### config.mk
export PLATFORM = sky130hd
export DESIGN_NAME = device_table_with_aging
export DESIGN_NICKNAME = d
export VERILOG_FILES = /design/src/rtl/core/dtwa_pkg.sv /design/src/rtl/core/dtwa_ram.sv /design/src/rtl/core/dtwa_ctrl.sv /design/src/rtl/core/dtwa_dp.sv /design/src/rtl/core/device_table_with_aging.sv
export SDC_FILE = /design/constraint.sdc
export NUM_CORES = 2
export LEC_CHECK = 0
export BUFFER_PORTS_ARGS = -buffer_cell sky130_fd_sc_hd__buf_2
export CAP_MARGIN = 0
export CORE_UTILIZATION = 50
export CTS_BUF_LIST = sky130_fd_sc_hd__clkbuf_8 sky130_fd_sc_hd__clkbuf_16
export DETAILED_ROUTE_END_ITERATION = 6
export PLACE_DENSITY = 0.77
export SYNTH_ARGS = -nofsm -noshare
export SYNTH_HDL_FRONTEND = slang
export SYNTH_SLANG_ARGS = --single-unit
### constraint.sdc
create_clock -name clk -period 12.2 [get_ports clk]
set_input_delay 0.61 -clock clk [delete_from_list [all_inputs] [get_ports clk]]
set_output_delay 0.61 -clock clk [all_outputs]
set_load 0.005 [all_outputs]
### src/rtl/core/dtwa_pkg.sv
// shared types and constants for the device table with aging
// no dependencies
package dtwa_pkg;

  localparam int ADDR_W          = 48;
  localparam int RSSI_W          = 8;
  localparam int TIME_W          = 32;
  localparam int MAX_DEVICES_DEF = 16;
  localparam logic [TIME_W-1:0] TIMEOUT_RESET = 32'd30000;

  // result kinds
  localparam logic [1:0] KIND_DISCOVERED = 2'd0;
  localparam logic [1:0] KIND_SEEN       = 2'd1;
  localparam logic [1:0] KIND_LOST       = 2'd2;
  localparam logic [1:0] KIND_DROPPED    = 2'd3;

  // table write sources
  localparam logic [1:0] WR_HIT    = 2'd0;
  localparam logic [1:0] WR_APPEND = 2'd1;
  localparam logic [1:0] WR_KEEP   = 2'd2;

  typedef struct packed {
    logic [ADDR_W-1:0] address;
    logic [RSSI_W-1:0] rssi;
    logic [TIME_W-1:0] seen;
  } entry_t;

  // controller to datapath
  typedef struct packed {
    logic       load_item;
    logic       inc_i;
    logic       inc_keep;
    logic       inc_count;
    logic       set_count_keep;
    logic       wr_en;
    logic [1:0] wr_sel;
    logic       pend_load;
    logic       out_load;
    logic       out_from_pend;
    logic [1:0] out_kind;
    logic       out_last;
  } cmd_t;

  // datapath to controller
  typedef struct packed {
    logic mode;
    logic at_end;
    logic match;
    logic aged;
    logic full;
    logic pend_valid;
    logic out_free;
  } sts_t;

endpackage

### src/rtl/core/dtwa_ram.sv
// generic single write, single read ram with registered read
// no dependencies
module dtwa_ram #(
  parameter int WIDTH = 8,
  parameter int DEPTH = 16,
  parameter int AW    = (DEPTH > 1) ? $clog2(DEPTH) : 1
) (
  input  logic             clk,
  input  logic             we,
  input  logic [AW-1:0]    waddr,
  input  logic [WIDTH-1:0] wdata,
  input  logic [AW-1:0]    raddr,
  output logic [WIDTH-1:0] rdata
);

  logic [WIDTH-1:0] mem [DEPTH];

  // write port and registered read
  always_ff @(posedge clk) begin
    if (we) begin
      mem[waddr] <= wdata;
    end
    rdata <= mem[raddr];
  end

endmodule

### src/rtl/core/dtwa_ctrl.sv
// controller state machine for the device table
// depends on dtwa_pkg
module dtwa_ctrl (
  input  logic            clk,
  input  logic            rst,
  input  logic            in_valid,
  output logic            in_stall,
  input  dtwa_pkg::sts_t  sts,
  output dtwa_pkg::cmd_t  cmd
);
  import dtwa_pkg::*;

  localparam logic [1:0] S_IDLE = 2'd0;
  localparam logic [1:0] S_SCAN = 2'd1;
  localparam logic [1:0] S_EVAL = 2'd2;
  localparam logic [1:0] S_DONE = 2'd3;

  logic [1:0] state, state_next;

  always_ff @(posedge clk) begin
    if (rst) begin
      state <= S_IDLE;
    end else begin
      state <= state_next;
    end
  end

  assign in_stall = (state != S_IDLE);

  // next state and commands
  always_comb begin
    state_next = state;
    cmd        = '0;
    unique case (state)
      S_IDLE: begin
        if (in_valid) begin
          cmd.load_item = 1'b1;
          state_next    = S_SCAN;
        end
      end
      S_SCAN: begin
        state_next = sts.at_end ? S_DONE : S_EVAL;
      end
      S_EVAL: begin
        if (!sts.mode) begin
          if (sts.match) begin
            if (sts.out_free) begin
              cmd.wr_en    = 1'b1;
              cmd.wr_sel   = WR_HIT;
              cmd.out_load = 1'b1;
              cmd.out_kind = KIND_SEEN;
              cmd.out_last = 1'b1;
              state_next   = S_IDLE;
            end
          end else begin
            cmd.inc_i  = 1'b1;
            state_next = S_SCAN;
          end
        end else if (sts.aged) begin
          // the held lost word goes out once a later one is found
          if (!sts.pend_valid || sts.out_free) begin
            cmd.out_load      = sts.pend_valid;
            cmd.out_from_pend = 1'b1;
            cmd.out_kind      = KIND_LOST;
            cmd.pend_load     = 1'b1;
            cmd.inc_i         = 1'b1;
            state_next        = S_SCAN;
          end
        end else begin
          cmd.wr_en    = 1'b1;
          cmd.wr_sel   = WR_KEEP;
          cmd.inc_keep = 1'b1;
          cmd.inc_i    = 1'b1;
          state_next   = S_SCAN;
        end
      end
      S_DONE: begin
        if (!sts.mode) begin
          if (sts.out_free) begin
            cmd.out_load = 1'b1;
            cmd.out_last = 1'b1;
            if (sts.full) begin
              cmd.out_kind = KIND_DROPPED;
            end else begin
              cmd.out_kind  = KIND_DISCOVERED;
              cmd.wr_en     = 1'b1;
              cmd.wr_sel    = WR_APPEND;
              cmd.inc_count = 1'b1;
            end
            state_next = S_IDLE;
          end
        end else begin
          cmd.set_count_keep = 1'b1;
          if (!sts.pend_valid) begin
            state_next = S_IDLE;
          end else if (sts.out_free) begin
            cmd.out_load      = 1'b1;
            cmd.out_from_pend = 1'b1;
            cmd.out_kind      = KIND_LOST;
            cmd.out_last      = 1'b1;
            state_next        = S_IDLE;
          end
        end
      end
      default: state_next = S_IDLE;
    endcase
  end

endmodule

### src/rtl/core/dtwa_dp.sv
// datapath: table memory, scan counters, held lost word, output register
// depends on dtwa_pkg and dtwa_ram
module dtwa_dp #(
  parameter int MAX_DEVICES = dtwa_pkg::MAX_DEVICES_DEF
) (
  input  logic                               clk,
  input  logic                               rst,
  input  logic                               cfg_we,
  input  logic [dtwa_pkg::TIME_W-1:0]        cfg_wdata,
  input  logic                               mode,
  input  logic [dtwa_pkg::ADDR_W-1:0]        address,
  input  logic signed [dtwa_pkg::RSSI_W-1:0] rssi,
  input  logic [dtwa_pkg::TIME_W-1:0]        now_ms,
  output logic                               out_valid,
  input  logic                               out_stall,
  output logic [1:0]                         kind,
  output logic [dtwa_pkg::ADDR_W-1:0]        dev_address,
  output logic signed [dtwa_pkg::RSSI_W-1:0] dev_rssi,
  output logic                               last,
  input  dtwa_pkg::cmd_t                     cmd,
  output dtwa_pkg::sts_t                     sts
);
  import dtwa_pkg::*;

  localparam int IDX_W = (MAX_DEVICES > 1) ? $clog2(MAX_DEVICES) : 1;
  localparam int CNT_W = $clog2(MAX_DEVICES + 1);
  localparam logic [CNT_W-1:0] CNT_MAX = CNT_W'(MAX_DEVICES);

  logic [TIME_W-1:0] timeout;
  logic              item_mode;
  entry_t            item;
  logic [CNT_W-1:0]  idx, keep, count;
  entry_t            pend;
  logic              pend_valid;
  entry_t            rdata;
  logic              ram_we;
  logic [IDX_W-1:0]  waddr;
  entry_t            wdata;
  logic [TIME_W-1:0] age;

  // timeout register
  always_ff @(posedge clk) begin
    if (rst) begin
      timeout <= TIMEOUT_RESET;
    end else if (cfg_we) begin
      timeout <= cfg_wdata;
    end
  end

  // latched item
  always_ff @(posedge clk) begin
    if (cmd.load_item) begin
      item_mode    <= mode;
      item.address <= address;
      item.rssi    <= rssi;
      item.seen    <= now_ms;
    end
  end

  // scan index, keep index and fill count
  always_ff @(posedge clk) begin
    if (rst) begin
      count      <= '0;
      idx        <= '0;
      keep       <= '0;
      pend_valid <= 1'b0;
    end else begin
      if (cmd.load_item) begin
        idx        <= '0;
        keep       <= '0;
        pend_valid <= 1'b0;
      end else begin
        if (cmd.inc_i) idx <= idx + 1'b1;
        if (cmd.inc_keep) keep <= keep + 1'b1;
        if (cmd.pend_load) pend_valid <= 1'b1;
      end
      if (cmd.inc_count) begin
        count <= count + 1'b1;
      end else if (cmd.set_count_keep) begin
        count <= keep;
      end
    end
  end

  // held lost entry
  always_ff @(posedge clk) begin
    if (cmd.pend_load) begin
      pend <= rdata;
    end
  end

  // table write selection
  always_comb begin
    ram_we = cmd.wr_en;
    wdata  = item;
    unique case (cmd.wr_sel)
      WR_HIT:    waddr = idx[IDX_W-1:0];
      WR_APPEND: waddr = count[IDX_W-1:0];
      WR_KEEP: begin
        waddr = keep[IDX_W-1:0];
        wdata = rdata;
      end
      default: begin
        waddr  = idx[IDX_W-1:0];
        ram_we = 1'b0;
      end
    endcase
  end

  dtwa_ram #(
    .WIDTH($bits(entry_t)),
    .DEPTH(MAX_DEVICES),
    .AW   (IDX_W)
  ) u_ram (
    .clk  (clk),
    .we   (ram_we),
    .waddr(waddr),
    .wdata(wdata),
    .raddr(idx[IDX_W-1:0]),
    .rdata(rdata)
  );

  // status
  assign age            = item.seen - rdata.seen;
  assign sts.mode       = item_mode;
  assign sts.at_end     = (idx == count);
  assign sts.match      = (rdata.address == item.address);
  assign sts.aged       = (age >= timeout);
  assign sts.full       = (count == CNT_MAX);
  assign sts.pend_valid = pend_valid;
  assign sts.out_free   = !out_valid || !out_stall;

  // output word register
  always_ff @(posedge clk) begin
    if (rst) begin
      out_valid <= 1'b0;
    end else if (cmd.out_load) begin
      out_valid <= 1'b1;
    end else if (!out_stall) begin
      out_valid <= 1'b0;
    end
  end

  always_ff @(posedge clk) begin
    if (cmd.out_load) begin
      kind        <= cmd.out_kind;
      last        <= cmd.out_last;
      dev_address <= cmd.out_from_pend ? pend.address : item.address;
      dev_rssi    <= cmd.out_from_pend ? pend.rssi : item.rssi;
    end
  end

endmodule

### src/rtl/core/device_table_with_aging.sv
// top level of the device table with aging
// depends on dtwa_pkg, dtwa_ctrl, dtwa_dp (and dtwa_ram below it)
//
//  channel | valid     | stall     | word
//  --------+-----------+-----------+------------------------------------
//  in      | in_valid  | in_stall  | mode, address, rssi, now_ms
//  out     | out_valid | out_stall | kind, dev_address, dev_rssi, last
//  config  | cfg_we    | -         | cfg_wdata (timeout_ms)
//
// one word at a time; the table is walked through a registered-read ram,
// each stored entry read in S_SCAN and checked in S_EVAL; a sighting
// walks up to its match or to the entry count, a sweep walks every
// stored entry, and both can wait on out_stall
// synchronous reset clears the table to empty and timeout to 30000; no
// clearing pass is needed. out_stall holds the output and can pause the walk
module device_table_with_aging #(
  parameter int MAX_DEVICES = dtwa_pkg::MAX_DEVICES_DEF
) (
  input  logic                               clk,
  input  logic                               rst,
  input  logic                               cfg_we,
  input  logic [dtwa_pkg::TIME_W-1:0]        cfg_wdata,
  input  logic                               in_valid,
  output logic                               in_stall,
  input  logic                               mode,
  input  logic [dtwa_pkg::ADDR_W-1:0]        address,
  input  logic signed [dtwa_pkg::RSSI_W-1:0] rssi,
  input  logic [dtwa_pkg::TIME_W-1:0]        now_ms,
  output logic                               out_valid,
  input  logic                               out_stall,
  output logic [1:0]                         kind,
  output logic [dtwa_pkg::ADDR_W-1:0]        dev_address,
  output logic signed [dtwa_pkg::RSSI_W-1:0] dev_rssi,
  output logic                               last
);
  import dtwa_pkg::*;

  cmd_t cmd;
  sts_t sts;

  dtwa_ctrl u_ctrl (
    .clk     (clk),
    .rst     (rst),
    .in_valid(in_valid),
    .in_stall(in_stall),
    .sts     (sts),
    .cmd     (cmd)
  );

  dtwa_dp #(
    .MAX_DEVICES(MAX_DEVICES)
  ) u_dp (
    .clk        (clk),
    .rst        (rst),
    .cfg_we     (cfg_we),
    .cfg_wdata  (cfg_wdata),
    .mode       (mode),
    .address    (address),
    .rssi       (rssi),
    .now_ms     (now_ms),
    .out_valid  (out_valid),
    .out_stall  (out_stall),
    .kind       (kind),
    .dev_address(dev_address),
    .dev_rssi   (dev_rssi),
    .last       (last),
    .cmd        (cmd),
    .sts        (sts)
  );

endmodule
; ---- Word-level counts from Yosys, hierarchy flattened
; Memories as Yosys holds them, arrays and structs flattened. A register that Yosys moved wholly into a read port is not among the register bits.
; Index checks and enable logic that the tools add are counted.
[totals]
register_bits = 255
ramBits = 1408
output_inout_bits = 61
memories = 1
[classes]
n_addsub = 4
order_cmp = 1
eq_ne = 11
muxes = 63
n_reduce_logical = 12
[memory_table]
columns = memory, depth, word_bits, read_ports, rd_ports_with_merged_regs, write_ports, line_no
row1 = u_dp.u_ram.mem, 16, 88, 1, 1, 1, dtwa_ram.sv:16  ; logic [WIDTH-1:0] mem [DEPTH];
[ops]
columns = operator, count
row1 = $mux W88, 1
row2 = $eq A48 B48 Y1, 1
row3 = $mux W48, 1
row4 = $ge A32 B32 Y1, 1
row5 = $sub A32 B32 Y32, 1
row6 = $mux W3, 10
row7 = $mux W5, 6
row8 = $mux W1, 27
row9 = $mux W2, 13
row10 = $add A5 B1 Y5 const B, 3
row11 = $pmux W5 S2, 1
row12 = $mux W8, 1
row13 = $pmux W2 S4, 1
row14 = $pmux W4 S2, 1
row15 = $eq A2 B2 Y1 const B, 3
row16 = $pmux W3 S2, 1
row17 = $eq A5 B5 Y1, 1
row18 = $eq A5 B5 Y1 const B, 1
row19 = $eq A2 B1 Y1 const B, 2
row20 = $logic_not A2 Y1, 2
row21 = $ne A4 B4 Y1 const B, 1
row22 = $reduce_bool A2 Y1, 2
row23 = $logic_not A1 Y1, 3
row24 = $reduce_or A3 Y1, 1
row25 = other kinds (5), 6

; ---- Longest topological paths before layout
[depth]
word_depth = 11
depth_mapped = 25

; ---- Cells and area by module
; Synthesis repeated with hierarchy kept, for this count alone.
[unflattened]
hier_cells = 3338
hier_area_um2 = 67677.4
[modules_own_cells]
columns = module, n_inst, cells_per_inst, area_each_um2, seq_area_each_um2
row1 = dtwa_ram, 1, 2256, 54355.9, 44042.2
row2 = dtwa_dp, 1, 1030, 12967.4, 7106.8
row3 = dtwa_ctrl, 1, 52, 354.1, 40.0

; ---- Worst setup path after synthesis
; Ideal clock, no wire load.
[synth_path]
path_kind = reg-to-reg
startpoint = register u_dp.item[0] in the netlist's numbering
endpoint = memory u_dp.u_ram.mem[14][0] in the netlist's numbering (enable)
setup_time_ns = 0.535
arrival_time_ns = 8.330
required_ns = 11.665
slack_ns = 3.335
stages_incl_launch_ff = 26
path_buffers = 1
period_less_slack_ns = 8.865
path_cell_list = edfxtp_1 -> inv_1 -> ha_1 -> inv_1 -> fa_1 -> a211oi_1 -> o21ai_0 -> and3_1 -> a21oi_1 -> o31ai_1 -> a21o_1 -> a211oi_1 -> a221oi_1 -> ha_1 -> a21o_1 -> a21o_1 -> a21oi_1 -> o21a_1 -> o221a_2 -> o2111a_1 -> ha_1 -> clkbuf_1 -> a22oi_1 -> a21oi_1 -> nand4_2 -> nor2_1
[synth_via]
elab_chain_len = 10
word_cells_on_any_way = 13
cone_classes = add/sub: 1 / order compare: 1 / eq/ne: 2 / mux: 7 / reduce/logical: 2
[synth_rtl]
columns = item, line_no
row1 = start: declaration, dtwa_dp.sv:31  ; entry_t item;
row2 = $sub A32 B32 Y32 (*), dtwa_dp.sv:124  ; assign age = item.seen - rdata.seen;
row3 = $ge A32 B32 Y1 (*), dtwa_dp.sv:128  ; assign sts.aged = (age >= timeout);
row4 = $mux W3 (*), dtwa_ctrl.sv:59  ; end else if (sts.aged) begin
row5 = $mux W3 (*), dtwa_ctrl.sv:45  ; if (!sts.mode) begin
row6 = $pmux W3 S2 (*), dtwa_ctrl.sv:34  ; unique case (state)
row7 = "$eq A2 B1 Y1, or another cell as far along", dtwa_dp.sv:96  ; unique case (cmd.wr_sel)
row8 = $reduce_or A3 Y1 (no line), n/a
row9 = $mux W1, dtwa_dp.sv:96
row10 = $mux W1, dtwa_ram.sv:20  ; if (we) begin
row11 = $mux W1 (implied by the code), dtwa_ram.sv:21  ; mem[waddr] <= wdata;
row12 = end: declaration, dtwa_ram.sv:16
; Every way passes the cells marked *; elsewhere a longest branch is shown, timed or not.

; ---- Final worst setup path
[layout_path]
startpoint = register u_dp.item[0] in the netlist's numbering
endpoint = memory u_dp.u_ram.mem[8][13] in the netlist's numbering (enable)
; Same word-level chain as after synthesis.

==> impl.org <==
** Pwr
- Of the total power, registers draw 54.3%.
- Dividing total power by cell area gives a power density of 160 nW/um^2.
- Cell-internal power :: 0.00972 W
- Clock network fraction of total power :: 40.9%
- VDD IR max :: 0.135 mV
- Combinational logic is responsible for 4.8% of the overall power.
- Total leakage power :: 24.9 nW
- Psw :: 0.00263 W
- Net switching is 21.3% of the power.

** Routing
- Via-to-Cell Ratio :: 6.01
- Vias after detailed routing :: 32.3k
- Final routed wirelength across all metal layers :: 152000 um
- DRT iter0 DRCs :: 4072
- Once detail routing completed, the nets flagged for antenna violations numbered 0.
- The pre-antenna-repair detailed-routing pass consisted of 6 iterations.
- Residual DRC :: 0
- In the final routed layout, each cell accounts on average for 28.3 um.

** Clocking
- TritonCTS built the clock tree.
- Clock-pin slew of the registers on the worst-case setup and hold paths :: 60 ps
- In this run the post-CTS setup repair buffer count came out at 0.
- The cell sitting at the root of the clock tree is a clkbuf_16.
- Worst skew pair latency :: 790 ps
- The clock net in this run drives a total of 1751 sinks.
- In this run the deepest clock path goes through 3 buffers.
- Total CTS buffers :: 171
- In this run the number of H-tree levels came out at 4.
- Gates resized during post-CTS repair numbered 0.

** Timing
- Final worst setup slack :: 3920 ps
- Timing would allow up to 0.121 GHz.
- On the final layout, the worst clock skew is 33.3 ps.
- Summed over all failing endpoints, the final setup total negative slack is 0 ps.
- Min Tclk post-route :: 8280 ps
- The final count of hold timing violations came to 0.
- In this run the tightest slew margin relative to its limit is 9.52%.
- Pins Over Slew Limit :: 0
- Setup violations remaining at the end of the flow were counted as 0.
- The final critical path takes up 67.8% of the cycle.
- Setup repair after global routing missed its margin :: no
- Transition time at the pin with the least slew margin :: 1350 ps

** Synthesis
- Count leader, synth :: edfxtp_1
- A synthesized cell averages 21.8 sq um.
- Synthesized area :: 67700 sq um
- Synthesis handed over a netlist of 3109 instances.
- After synthesis the netlist holds a flip-flop and latch count of 1751.
- The number of nets in the synthesized netlist is 3306.
- Top FF cell, synth :: edfxtp_1
- Yosys Warn Count :: 0
- In the post-synthesis netlist, the biggest area contributors are edfxtp_1 (72%), mux4_2 (15%), dfxtp_1 (4.1%).
- Summed over its instances, the top area cell type makes up 71.5% of the synthesized netlist area.
- Post-synth ARST share :: 0%
- The synthesized design contains 1612 enable-type register cells.
- After synthesis, the most frequently instantiated cells are edfxtp_1 (1612), mux4_2 (440), dfxtp_1 (139), mux2_2 (114), clkbuf_1 (85).
- Sequential element share of the synthesized area :: 75.6%
- Number of different library cells in the post-synthesis netlist :: 74
- Most area-hungry cell type in the Yosys netlist :: edfxtp_1

** Run status
- Result of the run :: finished clean

** Setup path
- Of all nets on the critical path, the largest fanout is 48.
- The worst setup path is captured at a register.
- The most critical setup path has its endpoint at u_dp.u_ram.mem[8][13].
- Reg-to-reg endpoint :: u_dp.u_ram.mem[8][13]
- Data required time of the critical path :: 12590 ps
- The worst register-to-register path begins at u_dp.item[0].
- The most critical setup path has its startpoint at u_dp.item[0].
- Measured in cells, the most critical reg-to-reg path has a length of 25.
- STA puts the critical path data arrival time at 8670 ps.
- The critical path in this run is classified as reg -> reg.
- STA classifies the critical path startpoint as a register.
- For flop-to-flop paths, the worst setup slack is 3920 ps.

** GRT
- The number of antenna violations at the first check in global routing was 7.
- Peak-usage layer in the global routing report :: met2
- Global routing used 35.3% of the available met2 tracks.
- Largest net degree at the start of global routing :: 162
- Global-route met1 utilization :: 31.3%
- First-pass GRT wire length :: 221000 um
- Across every metal layer, demand over resource in global routing totals 22.3%.
- Met3 Resource Use GR :: 5.26%
- Vias in the first global route :: 33.1k
- Grt ovf :: 0

** Floorplan
- Die width :: 370 um
- The die is 370 um tall.
- The floorplan has 134 rows.
- The floorplan step defined a die boundary enclosing 137000 sq um.
- 187 I/O pins were placed.
- Total core area :: 134000 sq um
- For this configuration, the core starts out at a cell density of 50.5%.

** Cells and area
- Non-filler cells, final :: 5378
- For this run, the share of the core covered by cells in the final layout is 57.6%.
- Net total in the final layout :: 3663
- Layout-stage area growth over the synthesis result :: 14.0%
- Share of final-layout standard cells stronger than drive strength 1 :: 29.6%

** Job
- Max capacitance violation total :: 0

** Placed design
- Hpwl dp :: 84400 um
- After detailed placement, the design holds a cell count of 4974.
- Number of port buffers :: 186
- At the placement stage, the worst setup path has a slack of 4110 ps.
- Routability-driven placement finished with a final weighted congestion of 0.828.

** Min path
- Hold Crit Class :: in -> reg
## cells by family (layout without fill, tap and decap cells)
logic type	count (synthesis)	after routing	share of synthesized area (%)
other	0	1	0
flip-flops	1751	1751	75.6
AO/OA/AOI/OAI	165	165	1.74
buffers and inverters	207	707	1.21
adder cells (fa/ha/maj)	71	71	1.32
XOR/XNOR	86	86	1.11
AND/OR/NAND/NOR	219	219	1.59
multiplexers	610	610	17.4
## area by class of cell
| cell class | instances | area (sq um) |
|---|---|---|
| repair buffers | 318 | 2240 |
| multi-input cells | 1151 | 15900 |
| diodes | 1 | 2.50 |
| fillers | 9282 | 56800 |
| inverters | 73 | 274 |
| well taps | 1768 | 2210 |
| flip-flops and latches | 1751 | 51200 |
| clock inverters | 129 | 820 |
| clock buffers | 187 | 4540 |
## routing by layer
metal | wire length (um) | vias to the layer above | share of wire, %
met1 | 62700 | 16800 | 41
met3 | 13400 | 225 | 8.8
li1 | - | 13600 | -
met4 | 3160 | 8 | 2.1
met2 | 72800 | 1645 | 48
met5 | 48 | - | 0.032
## critical path: stages, from the launching register on
cell and delay (ps):
edfxtp_1 360, inv_1 80, ha_1 160, inv_1 60, fa_1 420, a211oi_1 330
o21ai_0 200, nand3_1 190, o32ai_1 110, o41ai_1 710, a21oi_1 210, o221ai_2 260
nand3_1 110, o311ai_1 110, ha_1 300, a21o_1 160, a21oi_1 180, o221a_2 240
o2111a_1 480, ha_4 730, a22oi_1 260, a21oi_1 330, nand4_2 310, nor2_4 170
buf_4 630, buf_4 730
## registers in the layout, indices dropped and copies added (netlist names)
register and flops:
u_dp.last 1, u_dp.timeout 32, u_dp.pend 56, u_dp.pend_valid 1, u_dp.u_ram.mem 1408, u_dp.item_mode 1, u_dp.keep 5, u_dp.item 88
u_ctrl.state 2, u_dp.kind 2, u_dp.idx 5, u_dp.u_ram.rdata 88, u_dp.count 5, u_dp.out_valid 1, u_dp.dev_rssi 8, u_dp.dev_address 48
## worst min path at each step
| stage | from | to | slack (ps) | depth (start not counted) |
|---|---|---|---|---|
| 6_report | now_ms[16] | u_dp.item[16] | 60 | 1 |
| 5_1_grt | now_ms[16] | u_dp.item[16] | 40 | 1 |
| 4_1_cts | now_ms[12] | u_dp.item[12] | 3 | 1 |
| 3_5_place_dp | u_dp.u_ram.rdata[38] | u_dp.pend[38] | 420 | 0 |
| 3_3_place_gp | u_dp.u_ram.rdata[32] | u_dp.pend[32] | 410 | 0 |
| 2_1_floorplan | u_dp.u_ram.rdata[32] | u_dp.pend[32] | 400 | 0 |
## metrics by stage
step	hold WS, ps	power [W]	area [sq um]
detailed placement	417	0.00740	70900
floorplan	403	0.00719	67700
global route	41.6	0.0127	77100
CTS	3.12	0.0124	77100
global placement	406	0.00738	70900
finish	59.4	0.0123	77100
## repair_timing
action                                  4_1_cts  5_1_grt
endpoints found under the hold margin        87        0
hold buffers                                 87        0
endpoints found under the setup margin        0        0
## power by group through the flow
stage | clock, W | combinational, W | sequential (W)
after floorplan | 0 | 0.000388 | 0.00681
after global placement | 0 | 0.000552 | 0.00683
after detailed placement | 0 | 0.000567 | 0.00683
after CTS | 0.00513 | 0.000597 | 0.00670
after global routing | 0.00534 | 0.000645 | 0.00670
final | 0.00505 | 0.000596 | 0.00670
## cells in the final DEF (no fill, tap or decap), drive strengths merged, types with 3 or more instances in the layout
cell / instances
o21bai: 7
a211oi: 5
a31oi: 3
mux4: 440
nand2: 40
a22oi: 7
a21oi: 42
edfxtp: 1612
dfxtp: 139
nand4: 15
nor4: 10
nor2: 84
xor2: 57
or3: 3
o21ai: 22
nor2b: 8
nand3: 21
clkinvlp: 4
and2: 7
inv: 140
mux2i: 27
ha: 70
o21a: 8
bufinv: 7
dlygate4sd3: 87
clkinv: 51
buf: 231
xnor2: 29
nor3: 5
clkbuf: 187
nand2b: 8
a221oi: 4
a2111oi: 3
a21o: 35
o211ai: 9
mux2: 143
and3: 9
Note: power is estimated with default switching activity, not from simulation.
